==> src/rtob_pkg.sv <==
`timescale 1ns / 1ps
// ----------------------------------------------------------------------------
// rtob_pkg
// Shared types and codes of the ring total-order broadcast node.
// ----------------------------------------------------------------------------
package rtob_pkg;

  localparam int DEF_MAX_SITES   = 16;
  localparam int DEF_QUEUE_DEPTH = 32;

  localparam int RANK_W  = 4;
  localparam int CLK_W   = 32;
  localparam int PAY_W   = 32;
  localparam int SC_W    = 5;
  localparam int ACT_W   = 2;
  localparam int KIND_W  = 2;
  localparam int TDATA_W = 72;

  localparam logic [ACT_W-1:0] ACT_LOCAL = 2'd0;
  localparam logic [ACT_W-1:0] ACT_DATA  = 2'd1;
  localparam logic [ACT_W-1:0] ACT_ACK   = 2'd2;

  localparam logic [KIND_W-1:0] KIND_DELIVER = 2'd0;
  localparam logic [KIND_W-1:0] KIND_DATA    = 2'd1;
  localparam logic [KIND_W-1:0] KIND_ACK     = 2'd2;
  localparam logic [KIND_W-1:0] KIND_REFUSED = 2'd3;

  localparam logic REG_SITE_COUNT = 1'b0;
  localparam logic REG_OWN_RANK   = 1'b1;

  typedef struct packed {
    logic [RANK_W-1:0] origin;
    logic [CLK_W-1:0]  clock;
    logic [PAY_W-1:0]  payload;
  } q_entry_t;

endpackage

==> src/rtob_clock_ram.sv <==
`timescale 1ns / 1ps
// ----------------------------------------------------------------------------
// rtob_clock_ram
// Per-site clock memory, one read and one write port, registered read.
// Entries not yet written read as zero.
// ----------------------------------------------------------------------------
module rtob_clock_ram import rtob_pkg::*; #(
  parameter int MAX_SITES = DEF_MAX_SITES,
  localparam int AW = $clog2(MAX_SITES)
) (
  input  logic             clk,
  input  logic             rst,
  input  logic             rd_en,
  input  logic [AW-1:0]    rd_addr,
  output logic [CLK_W-1:0] rd_data,
  input  logic             wr_en,
  input  logic [AW-1:0]    wr_addr,
  input  logic [CLK_W-1:0] wr_data
);

  logic [CLK_W-1:0]     mem [MAX_SITES];
  logic [MAX_SITES-1:0] vld;
  logic [CLK_W-1:0]     rd_raw;
  logic                 rd_vld;

  always_ff @(posedge clk) begin
    if (wr_en) begin
      mem[wr_addr] <= wr_data;
    end
    if (rd_en) begin
      rd_raw <= mem[rd_addr];
      rd_vld <= vld[rd_addr];
    end
  end

  always_ff @(posedge clk) begin
    if (rst) begin
      vld <= '0;
    end else if (wr_en) begin
      vld[wr_addr] <= 1'b1;
    end
  end

  assign rd_data = rd_vld ? rd_raw : '0;

endmodule

==> src/rtob_queue_ram.sv <==
`timescale 1ns / 1ps
// ----------------------------------------------------------------------------
// rtob_queue_ram
// Pending message store, one read and one write port, registered read.
// ----------------------------------------------------------------------------
module rtob_queue_ram import rtob_pkg::*; #(
  parameter int QUEUE_DEPTH = DEF_QUEUE_DEPTH,
  localparam int AW = $clog2(QUEUE_DEPTH)
) (
  input  logic          clk,
  input  logic          rd_en,
  input  logic [AW-1:0] rd_addr,
  output q_entry_t      rd_data,
  input  logic          wr_en,
  input  logic [AW-1:0] wr_addr,
  input  q_entry_t      wr_data
);

  q_entry_t mem [QUEUE_DEPTH];

  always_ff @(posedge clk) begin
    if (wr_en) begin
      mem[wr_addr] <= wr_data;
    end
    if (rd_en) begin
      rd_data <= mem[rd_addr];
    end
  end

endmodule

==> src/ring_total_order_broadcast_node.sv <==
`timescale 1ns / 1ps
// ----------------------------------------------------------------------------
// ring_total_order_broadcast_node
// One node of a ring total-order broadcast with a clock vector and a queue.
// ----------------------------------------------------------------------------
// Input stream s_*: tuser carries the action, tdata the message fields.
// Output stream m_*: tuser carries the result kind, tdata the message
// fields, tlast marks the final result of one input item.
// Configuration: cfg_we, cfg_index, cfg_data write site_count or own_rank;
// a write starts a small iterative unit that works out the next site,
// and input is held off until it finishes.
// One item at a time: a refusal, a local broadcast or a forwarded data
// message is finished before the next item is taken. An ack scans the
// queue one entry per cycle through the single queue read port, then
// delivers the run of stable entries at the head of the queue.
// Reset clears the clocks (valid bits), the stable marks, head and fill;
// site_count resets to 1 and own_rank to 0.
// A stalled receiver holds the output register; the node waits with it
// and loses nothing. The next item is taken while the last result waits.
// ----------------------------------------------------------------------------
module ring_total_order_broadcast_node import rtob_pkg::*; #(
  parameter int MAX_SITES   = DEF_MAX_SITES,
  parameter int QUEUE_DEPTH = DEF_QUEUE_DEPTH
) (
  input  logic               clk,
  input  logic               rst,
  input  logic               s_tvalid,
  output logic               s_tready,
  // sender_rank[3:0], msg_clock[35:4], payload[67:36], zero[71:68]
  input  logic [TDATA_W-1:0] s_tdata,
  // action[1:0]
  input  logic [ACT_W-1:0]   s_tuser,
  output logic               m_tvalid,
  input  logic               m_tready,
  // origin_rank[3:0], out_clock[35:4], out_payload[67:36], zero[71:68]
  output logic [TDATA_W-1:0] m_tdata,
  // result_kind[1:0]
  output logic [KIND_W-1:0]  m_tuser,
  output logic               m_tlast,
  input  logic               cfg_we,
  input  logic               cfg_index,
  input  logic [SC_W-1:0]    cfg_data
);

  localparam int SAW = $clog2(MAX_SITES);
  localparam int QAW = $clog2(QUEUE_DEPTH);
  localparam int FW  = $clog2(QUEUE_DEPTH + 1);

  localparam logic [2:0] S_IDLE      = 3'd0;
  localparam logic [2:0] S_CLK       = 3'd1;
  localparam logic [2:0] S_SCAN      = 3'd2;
  localparam logic [2:0] S_DRAIN_RD  = 3'd3;
  localparam logic [2:0] S_DRAIN_OUT = 3'd4;
  localparam logic [2:0] S_EMIT      = 3'd5;

  logic [2:0]             state;
  logic [SC_W-1:0]        site_count;
  logic [RANK_W-1:0]      own_rank;
  logic                   mod_busy;
  logic                   mod_init;
  logic [SC_W-1:0]        mod_val;
  logic [SC_W-1:0]        site_n;

  logic [ACT_W-1:0]       a_action;
  logic [RANK_W-1:0]      a_sender;
  logic [CLK_W-1:0]       a_clock;
  logic [PAY_W-1:0]       a_payload;
  logic [RANK_W-1:0]      a_rank;
  logic                   a_rank_ok;

  logic [QAW-1:0]         head;
  logic [FW-1:0]          fill;
  logic [QUEUE_DEPTH-1:0] stable;
  logic [QAW-1:0]         scan_slot;
  logic [FW-1:0]          scan_cnt;

  logic [KIND_W-1:0]      res_kind;
  logic [RANK_W-1:0]      res_origin;
  logic [CLK_W-1:0]       res_clock;
  logic [PAY_W-1:0]       res_payload;

  logic                   accept;
  logic                   out_free;
  logic                   m_load;
  logic                   full;
  logic [RANK_W-1:0]      in_sender;
  logic [CLK_W-1:0]       in_clock;
  logic [PAY_W-1:0]       in_payload;
  logic [QAW:0]           tail_sum;
  logic [QAW-1:0]         tail;
  logic [QAW-1:0]         head_inc;
  logic [QAW-1:0]         scan_inc;
  logic                   done;
  logic [CLK_W-1:0]       new_clock;
  logic [CLK_W-1:0]       push_clock;

  logic                   crd_en;
  logic [SAW-1:0]         crd_addr;
  logic [CLK_W-1:0]       crd_data;
  logic                   cwr_en;
  logic                   qrd_en;
  logic [QAW-1:0]         qrd_addr;
  q_entry_t               qrd_data;
  logic                   qwr_en;
  q_entry_t               qwr_data;

  assign in_sender  = s_tdata[3:0];
  assign in_clock   = s_tdata[35:4];
  assign in_payload = s_tdata[67:36];

  assign s_tready = (state == S_IDLE) && !mod_busy;
  assign accept   = s_tvalid && s_tready;
  assign out_free = !m_tvalid || m_tready;
  assign m_load   = out_free && (state == S_DRAIN_OUT || state == S_EMIT);
  assign full     = (fill == FW'(QUEUE_DEPTH));

  assign tail_sum = {1'b0, head} + (QAW+1)'(fill);
  assign tail     = (tail_sum >= (QAW+1)'(QUEUE_DEPTH))
                    ? QAW'(tail_sum - (QAW+1)'(QUEUE_DEPTH)) : QAW'(tail_sum);
  assign head_inc = (head == QAW'(QUEUE_DEPTH - 1)) ? '0 : QAW'(head + 1'b1);
  assign scan_inc = (scan_slot == QAW'(QUEUE_DEPTH - 1)) ? '0
                    : QAW'(scan_slot + 1'b1);

  assign site_n = (site_count == '0) ? SC_W'(1)
                : ({2'b00, site_count} > 7'(MAX_SITES)) ? SC_W'(MAX_SITES) : site_count;

  assign done       = (a_action == ACT_DATA) && (mod_val == {1'b0, a_sender});
  assign new_clock  = crd_data + 1'b1;
  assign push_clock = (a_action == ACT_LOCAL) ? (a_rank_ok ? new_clock : '0) : a_clock;

  // next site = (own_rank + 1) mod site count clamped to 1..MAX_SITES, by repeated subtraction
  always_ff @(posedge clk) begin
    if (rst) begin
      site_count <= SC_W'(1);
      own_rank   <= '0;
      mod_busy   <= 1'b0;
      mod_init   <= 1'b0;
      mod_val    <= '0;
    end else begin
      if (cfg_we) begin
        if (cfg_index == REG_SITE_COUNT) begin
          site_count <= cfg_data;
        end else begin
          own_rank <= cfg_data[RANK_W-1:0];
        end
        mod_busy <= 1'b1;
        mod_init <= 1'b1;
      end else if (mod_busy) begin
        if (mod_init) begin
          mod_val  <= {1'b0, own_rank} + SC_W'(1);
          mod_init <= 1'b0;
        end else if (mod_val >= site_n) begin
          mod_val <= mod_val - site_n;
        end else begin
          mod_busy <= 1'b0;
        end
      end
    end
  end

  always_comb begin
    crd_en   = 1'b0;
    crd_addr = SAW'(in_sender);
    qrd_en   = 1'b0;
    qrd_addr = head;
    case (state)
      S_IDLE: begin
        if (accept) begin
          crd_en   = (s_tuser == ACT_LOCAL || s_tuser == ACT_DATA) && !full;
          crd_addr = (s_tuser == ACT_LOCAL) ? SAW'(own_rank) : SAW'(in_sender);
          qrd_en   = (s_tuser == ACT_ACK);
        end
      end
      S_SCAN: begin
        qrd_en   = 1'b1;
        qrd_addr = scan_inc;
      end
      S_DRAIN_RD: begin
        qrd_en = 1'b1;
      end
      default: begin
      end
    endcase
  end

  assign cwr_en   = (state == S_CLK) && a_rank_ok;
  assign qwr_en   = (state == S_CLK);
  assign qwr_data = '{origin: a_rank, clock: push_clock, payload: a_payload};

  rtob_clock_ram #(.MAX_SITES(MAX_SITES)) u_clock_ram (
    .clk     (clk),
    .rst     (rst),
    .rd_en   (crd_en),
    .rd_addr (crd_addr),
    .rd_data (crd_data),
    .wr_en   (cwr_en),
    .wr_addr (SAW'(a_rank)),
    .wr_data (new_clock)
  );

  rtob_queue_ram #(.QUEUE_DEPTH(QUEUE_DEPTH)) u_queue_ram (
    .clk     (clk),
    .rd_en   (qrd_en),
    .rd_addr (qrd_addr),
    .rd_data (qrd_data),
    .wr_en   (qwr_en),
    .wr_addr (tail),
    .wr_data (qwr_data)
  );

  always_ff @(posedge clk) begin
    if (rst) begin
      state    <= S_IDLE;
      head     <= '0;
      fill     <= '0;
      stable   <= '0;
      m_tvalid <= 1'b0;
    end else begin
      if (m_load) begin
        m_tvalid <= 1'b1;
      end else if (m_tready) begin
        m_tvalid <= 1'b0;
      end
      case (state)
        S_IDLE: begin
          if (accept) begin
            a_action  <= s_tuser;
            a_sender  <= in_sender;
            a_clock   <= in_clock;
            a_payload <= in_payload;
            case (s_tuser)
              ACT_LOCAL: begin
                a_rank    <= own_rank;
                a_rank_ok <= ({3'b000, own_rank} < 7'(MAX_SITES));
                if (full) begin
                  res_kind    <= KIND_REFUSED;
                  res_origin  <= own_rank;
                  res_clock   <= '0;
                  res_payload <= in_payload;
                  state       <= S_EMIT;
                end else begin
                  state <= S_CLK;
                end
              end
              ACT_DATA: begin
                a_rank    <= in_sender;
                a_rank_ok <= ({3'b000, in_sender} < 7'(MAX_SITES));
                if (full) begin
                  res_kind    <= KIND_REFUSED;
                  res_origin  <= in_sender;
                  res_clock   <= in_clock;
                  res_payload <= in_payload;
                  state       <= S_EMIT;
                end else begin
                  state <= S_CLK;
                end
              end
              ACT_ACK: begin
                res_kind    <= KIND_ACK;
                res_origin  <= in_sender;
                res_clock   <= in_clock;
                res_payload <= in_payload;
                scan_slot   <= head;
                scan_cnt    <= '0;
                if (mod_val == {1'b0, in_sender}) begin
                  state <= S_IDLE;
                end else if (fill == '0) begin
                  state <= S_EMIT;
                end else begin
                  state <= S_SCAN;
                end
              end
              default: begin
                state <= S_IDLE;
              end
            endcase
          end
        end
        S_CLK: begin
          stable[tail] <= done;
          fill         <= fill + 1'b1;
          res_kind     <= done ? KIND_ACK : KIND_DATA;
          res_origin   <= a_rank;
          res_clock    <= push_clock;
          res_payload  <= a_payload;
          if (done) begin
            state <= S_DRAIN_RD;
          end else begin
            state <= S_EMIT;
          end
        end
        S_SCAN: begin
          if (qrd_data.clock == a_clock && qrd_data.origin == a_sender) begin
            stable[scan_slot] <= 1'b1;
            state             <= S_DRAIN_RD;
          end else if (FW'(scan_cnt + 1'b1) == fill) begin
            state <= S_EMIT;
          end else begin
            scan_slot <= scan_inc;
            scan_cnt  <= scan_cnt + 1'b1;
          end
        end
        S_DRAIN_RD: begin
          if (fill != '0 && stable[head]) begin
            state <= S_DRAIN_OUT;
          end else begin
            state <= S_EMIT;
          end
        end
        S_DRAIN_OUT: begin
          if (out_free) begin
            m_tuser      <= KIND_DELIVER;
            m_tdata      <= {4'b0000, qrd_data.payload, qrd_data.clock, qrd_data.origin};
            m_tlast      <= 1'b0;
            stable[head] <= 1'b0;
            head         <= head_inc;
            fill         <= fill - 1'b1;
            state        <= S_DRAIN_RD;
          end
        end
        S_EMIT: begin
          if (out_free) begin
            m_tuser  <= res_kind;
            m_tdata  <= {4'b0000, res_payload, res_clock, res_origin};
            m_tlast  <= 1'b1;
            state    <= S_IDLE;
          end
        end
        default: begin
          state <= S_IDLE;
        end
      endcase
    end
  end

`ifndef SYNTHESIS
  a_fill_bound: assert property (@(posedge clk) disable iff (rst)
    fill <= FW'(QUEUE_DEPTH))
    else $error("queue fill above depth");

  a_empty_unstable: assert property (@(posedge clk) disable iff (rst)
    (fill == '0) |-> (stable == '0))
    else $error("stable mark set in empty queue");

  a_deliver_not_last: assert property (@(posedge clk) disable iff (rst)
    (state == S_DRAIN_OUT && out_free) |=> (m_tvalid && !m_tlast && fill != FW'(QUEUE_DEPTH)))
    else $error("delivery result malformed");
`endif

endmodule

==> config.mk <==
export PLATFORM = sky130hd
export DESIGN_NAME = ring_total_order_broadcast_node
export DESIGN_NICKNAME = d
export VERILOG_FILES = /design/src/rtob_pkg.sv /design/src/rtob_clock_ram.sv /design/src/rtob_queue_ram.sv /design/src/ring_total_order_broadcast_node.sv
export SDC_FILE = /design/constraint.sdc
export NUM_CORES = 2
export LEC_CHECK = 0
export ABC_AREA = 1
export BUFFER_PORTS_ARGS = -buffer_cell sky130_fd_sc_hd__clkbuf_2
export CORE_MARGIN = 8
export CORE_UTILIZATION = 62
export DETAILED_ROUTE_END_ITERATION = 6
export GPL_ROUTABILITY_DRIVEN = 0
export PLACE_DENSITY = 0.77
export SLEW_MARGIN = 0
export SYNTH_ARGS = -nofsm -noshare
export SYNTH_HDL_FRONTEND = slang
export SYNTH_SLANG_ARGS = --single-unit
==> constraint.sdc <==
create_clock -name clk -period 14.3 [get_ports clk]
set_input_delay 0.715 -clock clk [delete_from_list [all_inputs] [get_ports clk]]
set_output_delay 0.715 -clock clk [all_outputs]
set_load 0.02 [all_outputs]
==> tab_implementation.tex <==
\begin{tabular}{lr}
\hline
Metric & Value \\
\hline
\multicolumn{2}{l}{\textbf{Timing}} \\
Fmax achieved & $\sim$0.15 GHz \\
Setup repair after global routing missed its margin & no \\
Normalized max-slew margin & between 10\% and 20\% \\
Final Max Slew Viols & 0 \\
Setup Skew & 0.0736 ns \\
Fin crit period & 6.80 ns \\
Count of final hold-check violations & 0 \\
Slew at the pin with the worst max-slew slack & 1.34 ns \\
Final period utilization & 47.6\% \\
Sum Neg Setup Slack & 0 ns \\
Worst hold margin & 0.0603 ns \\
Final setup violation count & 0 \\
\multicolumn{2}{l}{\textbf{Synthesis}} \\
Share of flip-flops with an asynchronous set or reset after synthesis & 0\% \\
Most frequently used flop master after synthesis & edfxtp\_1 \\
Cells after Synth & 11000 \\
Number of flops mapped to enable cells by yosys & around 3000 \\
Mapped cell area & 0.128 sq mm \\
Yosys cell types & 51 \\
Portion of the post-synthesis area used by sequential elements & between 70 and 80\% \\
Total of flip-flops plus latches after synthesis & 3094 \\
Average size of a mapped cell & approximately 12 sq um \\
Synthesis warning total & 0 \\
\multicolumn{2}{l}{\textbf{Setup path}} \\
Worst setup endpoint & u\_queue\_ram.rd\_data[62] \\
Worst setup SP type & flop \\
Register-to-register setup slack & 7.50 ns \\
Reg-to-reg endpoint & u\_queue\_ram.rd\_data[62] \\
Data arrival time of the critical path & between 7 and 8 ns \\
Classification of the worst setup path & flop to flop \\
Number of cells on the worst reg-to-reg path & 16 \\
Launching instance or port of the critical path & scan\_slot[0] \\
Worst setup EP type & flop \\
Data required time of the worst path & 15.08 ns \\
Highest fanout seen on the critical path & 153 \\
Worst flop-to-flop path startpoint & scan\_slot[0] \\
\multicolumn{2}{l}{\textbf{Place}} \\
Estimated wirelength of the detail-placed design & about 180000 um \\
Placement-stage cell area & 0.130 sq mm \\
PortBufs & about 150 \\
\multicolumn{2}{l}{\textbf{Drt}} \\
Wire length after detailed routing & 356000 um \\
Number of vias per cell after detailed routing & 6.42 \\
Remaining number of nets flagged by the antenna check after routing & 0 \\
Per-cell routed wire length & approximately 26 um \\
Number of detailed-route iterations in the first pass & 7 \\
Number of violations reported at the end of detailed-routing iteration 0 & around 14000 \\
Number of remaining DRC errors & 5 \\
Count of vias placed by the detailed router & 89300 \\
\multicolumn{2}{l}{\textbf{Finish}} \\
Synthesis-to-layout area growth & 10.6\% \\
Nets & 11100 \\
Most frequent standard cell in the layout excluding fill and tap cells & nand2\_1 \\
Most frequent cells in the layout & nand2\_1 (3359), edfxtp\_1 (3015), nand3\_1 (2540) \\
Fraction of final layout cells sized beyond drive strength 1 & under 10\% \\
Fin area & 0.141 sq mm \\
\multicolumn{2}{l}{\textbf{GRT}} \\
Global-route wire length before repair & between 500000 and 600000 um \\
Largest net degree at the start of global routing & 257 \\
Overflow left after global routing & 0 \\
GRT Resource Usage Total & a little under a third \\
Number of global-route vias before repair & between 80000 and 90000 \\
Initial antenna violation count & 8 \\
\multicolumn{2}{l}{\textbf{Pwr}} \\
Post-route total power & between 0.02 and 0.03 W \\
Static power due to leakage & 51.0 nW \\
Ratio of total power to cell area & between 150 and 200 mW/mm\^{}2 \\
Peak VDD IR & 0.000172 V \\
\multicolumn{2}{l}{\textbf{Clocking}} \\
Clock tree from TritonCTS & done \\
Clock-pin slew on the worst setup and hold paths & around 0.06 ns \\
Maximum level of the CTS H-tree & 5 \\
Root buf cell & clkbuf\_16 \\
Insertion delay to the later sink of the worst-skew pair & 0.96 ns \\
\# resized after CTS & 0 \\
Total CTS buffers & roughly 320 \\
Total number of clock tree sinks & 3094 \\
Max Root-Sink Buffers & 4 \\
\multicolumn{2}{l}{\textbf{Status}} \\
Run status & complete, but fails checks \\
Failing checks & design-rule violations \\
\multicolumn{2}{l}{\textbf{Die}} \\
I/O pin total & 162 \\
Die footprint & 0.221 sq mm \\
Die Width & 470 um \\
Starting utilization of the core area & about 62\% \\
Die height & roughly 470 um \\
Placeable Area & 0.205 sq mm \\
Standard-cell row count & 166 \\
\multicolumn{2}{l}{\textbf{Job}} \\
Number of maximum-capacitance constraint violations & 0 \\
\multicolumn{2}{l}{\textbf{Min path}} \\
Hold Path Stages & 1 \\
Class of the worst hold path & input pin to flop \\
\hline
\end{tabular}
area by class of cell:
cell class / instances / area (sq um)
clock inverters: 173 / 1740
fillers: 13400 / 63400
well taps: 2688 / 3360
repair buffers: 369 / 2670
flip-flops and latches: 3094 / 92100
inverters: 378 / 1540
multi-input cells: 6835 / 31400
clock buffers: 375 / 8320
diodes: 5 / 12.5
metal layers:
| metal | GRT usage (%) | vias to the layer above | routed length, um |
|---|---|---|---|
| li1 | - | 38700 | - |
| met1 | 42.1 | 42600 | 126000 |
| met2 | 49.5 | 6937 | 165000 |
| met3 | 7.01 | 1110 | 49800 |
| met4 | 12.5 | 4 | 15600 |
| met5 | 0 | - | 230 |
per-stage QoR:
| stage | worst slack [ns] | utilization [%] | cells |
|---|---|---|---|
| CTS | 7.71 | 69.0 | 13900 |
| global route | 7.21 | 69.0 | 13900 |
| floorplan | 9.30 | - | 11000 |
| finish | 7.50 | 69.0 | 13900 |
| detailed placement | 7.70 | 63.7 | 13300 |
| global placement | 7.86 | 63.7 | 13300 |
synth_stat cells (2+ instances only):
cell type | instances | area share, %
a21oi_1 | 77 | 0.30
a22o_1 | 9 | 0.062
a31oi_1 | 21 | 0.10
and2_1 | 2 | 0.0098
buf_1 | 96 | 0.28
buf_2 | 309 | 1.2
buf_4 | 23 | 0.14
clkbuf_1 | 254 | 0.75
clkinv_1 | 4 | 0.012
dfxtp_1 | 79 | 1.2
edfxtp_1 | 3015 | 71
fa_1 | 3 | 0.047
ha_1 | 30 | 0.29
inv_1 | 362 | 1.1
inv_2 | 12 | 0.035
nand2_1 | 3360 | 9.9
nand2_2 | 5 | 0.025
nand2_4 | 2 | 0.018
nand3_1 | 2540 | 10
nand3b_1 | 17 | 0.10
nand4_1 | 14 | 0.069
nor2_1 | 254 | 0.75
nor2_2 | 7 | 0.034
nor2_4 | 5 | 0.044
nor3_1 | 18 | 0.071
nor4_1 | 3 | 0.015
o211ai_1 | 209 | 1.2
o21a_1 | 6 | 0.035
o21ai_0 | 74 | 0.29
o21ai_1 | 9 | 0.035
o21ai_2 | 4 | 0.027
or2_0 | 4 | 0.020
or2_1 | 20 | 0.098
or2_2 | 61 | 0.30
xnor2_1 | 46 | 0.32
xor2_1 | 18 | 0.12
critical path: stages, from the launching register on:
cell	delay (ns)
edfxtp_1	0.45
ha_1	0.42
nand2_1	0.17
nor2_1	0.10
ha_1	0.23
nor2_4	0.20
nand2_8	0.28
nand2_8	0.82
buf_4	0.94
buf_4	0.98
buf_4	1.02
nand2_1	0.16
nand3_1	0.16
nand3_1	0.10
nand3_1	0.13
nand3_1	0.13
nand2_1	0.13
sequential cells by signal (all words and copies together), names as in the netlist, 68 cells and up, named ones only:
register,flops
u_clock_ram.mem,512
u_queue_ram.rd_data,68
u_queue_ram.mem,2176
m_tdata,68
worst min-delay path by stage:
stage,from,end,slack (ns)
finish,s_tdata[6],a_clock[2],0.06
global route,s_tdata[6],a_clock[2],0.01
CTS,s_tdata[16],a_clock[12],0.002
detailed placement,u_clock_ram.vld[9],u_clock_ram.vld[9],0.46
global placement,u_clock_ram.vld[7],u_clock_ram.vld[7],0.44
floorplan,u_clock_ram.vld[7],u_clock_ram.vld[7],0.43
report_power, final:
| part | switching (W) | leakage, nW | internal (W) |
|---|---|---|---|
| clock | 0.00337 | 4.90 | 0.00477 |
| combinational | 0.00492 | 18.3 | 0.00175 |
| sequential | 0.000289 | 27.9 | 0.0108 |
what timing repair did:
action | in CTS | in global routing
hold endpoints to repair | 82 | 0
buffers inserted | 0 | 0
endpoints found under the setup margin | 0 | 0
hold buffers | 69 | 0
cells by family (layout without fill, tap and decap cells):
group,count (synthesis),count (layout),share of synthesized area (%)
flip-flops,3094,3094,72.2
AO/OA/AOI/OAI,417,417,2.13
AND/OR/NAND/NOR,6317,6317,21.4
XOR/XNOR,64,64,0.439
other,1,9,0.00294
buffers and inverters,1061,1295,3.50
adder cells (fa/ha/maj),33,33,0.341
Note: power is estimated with default switching activity, not from simulation.
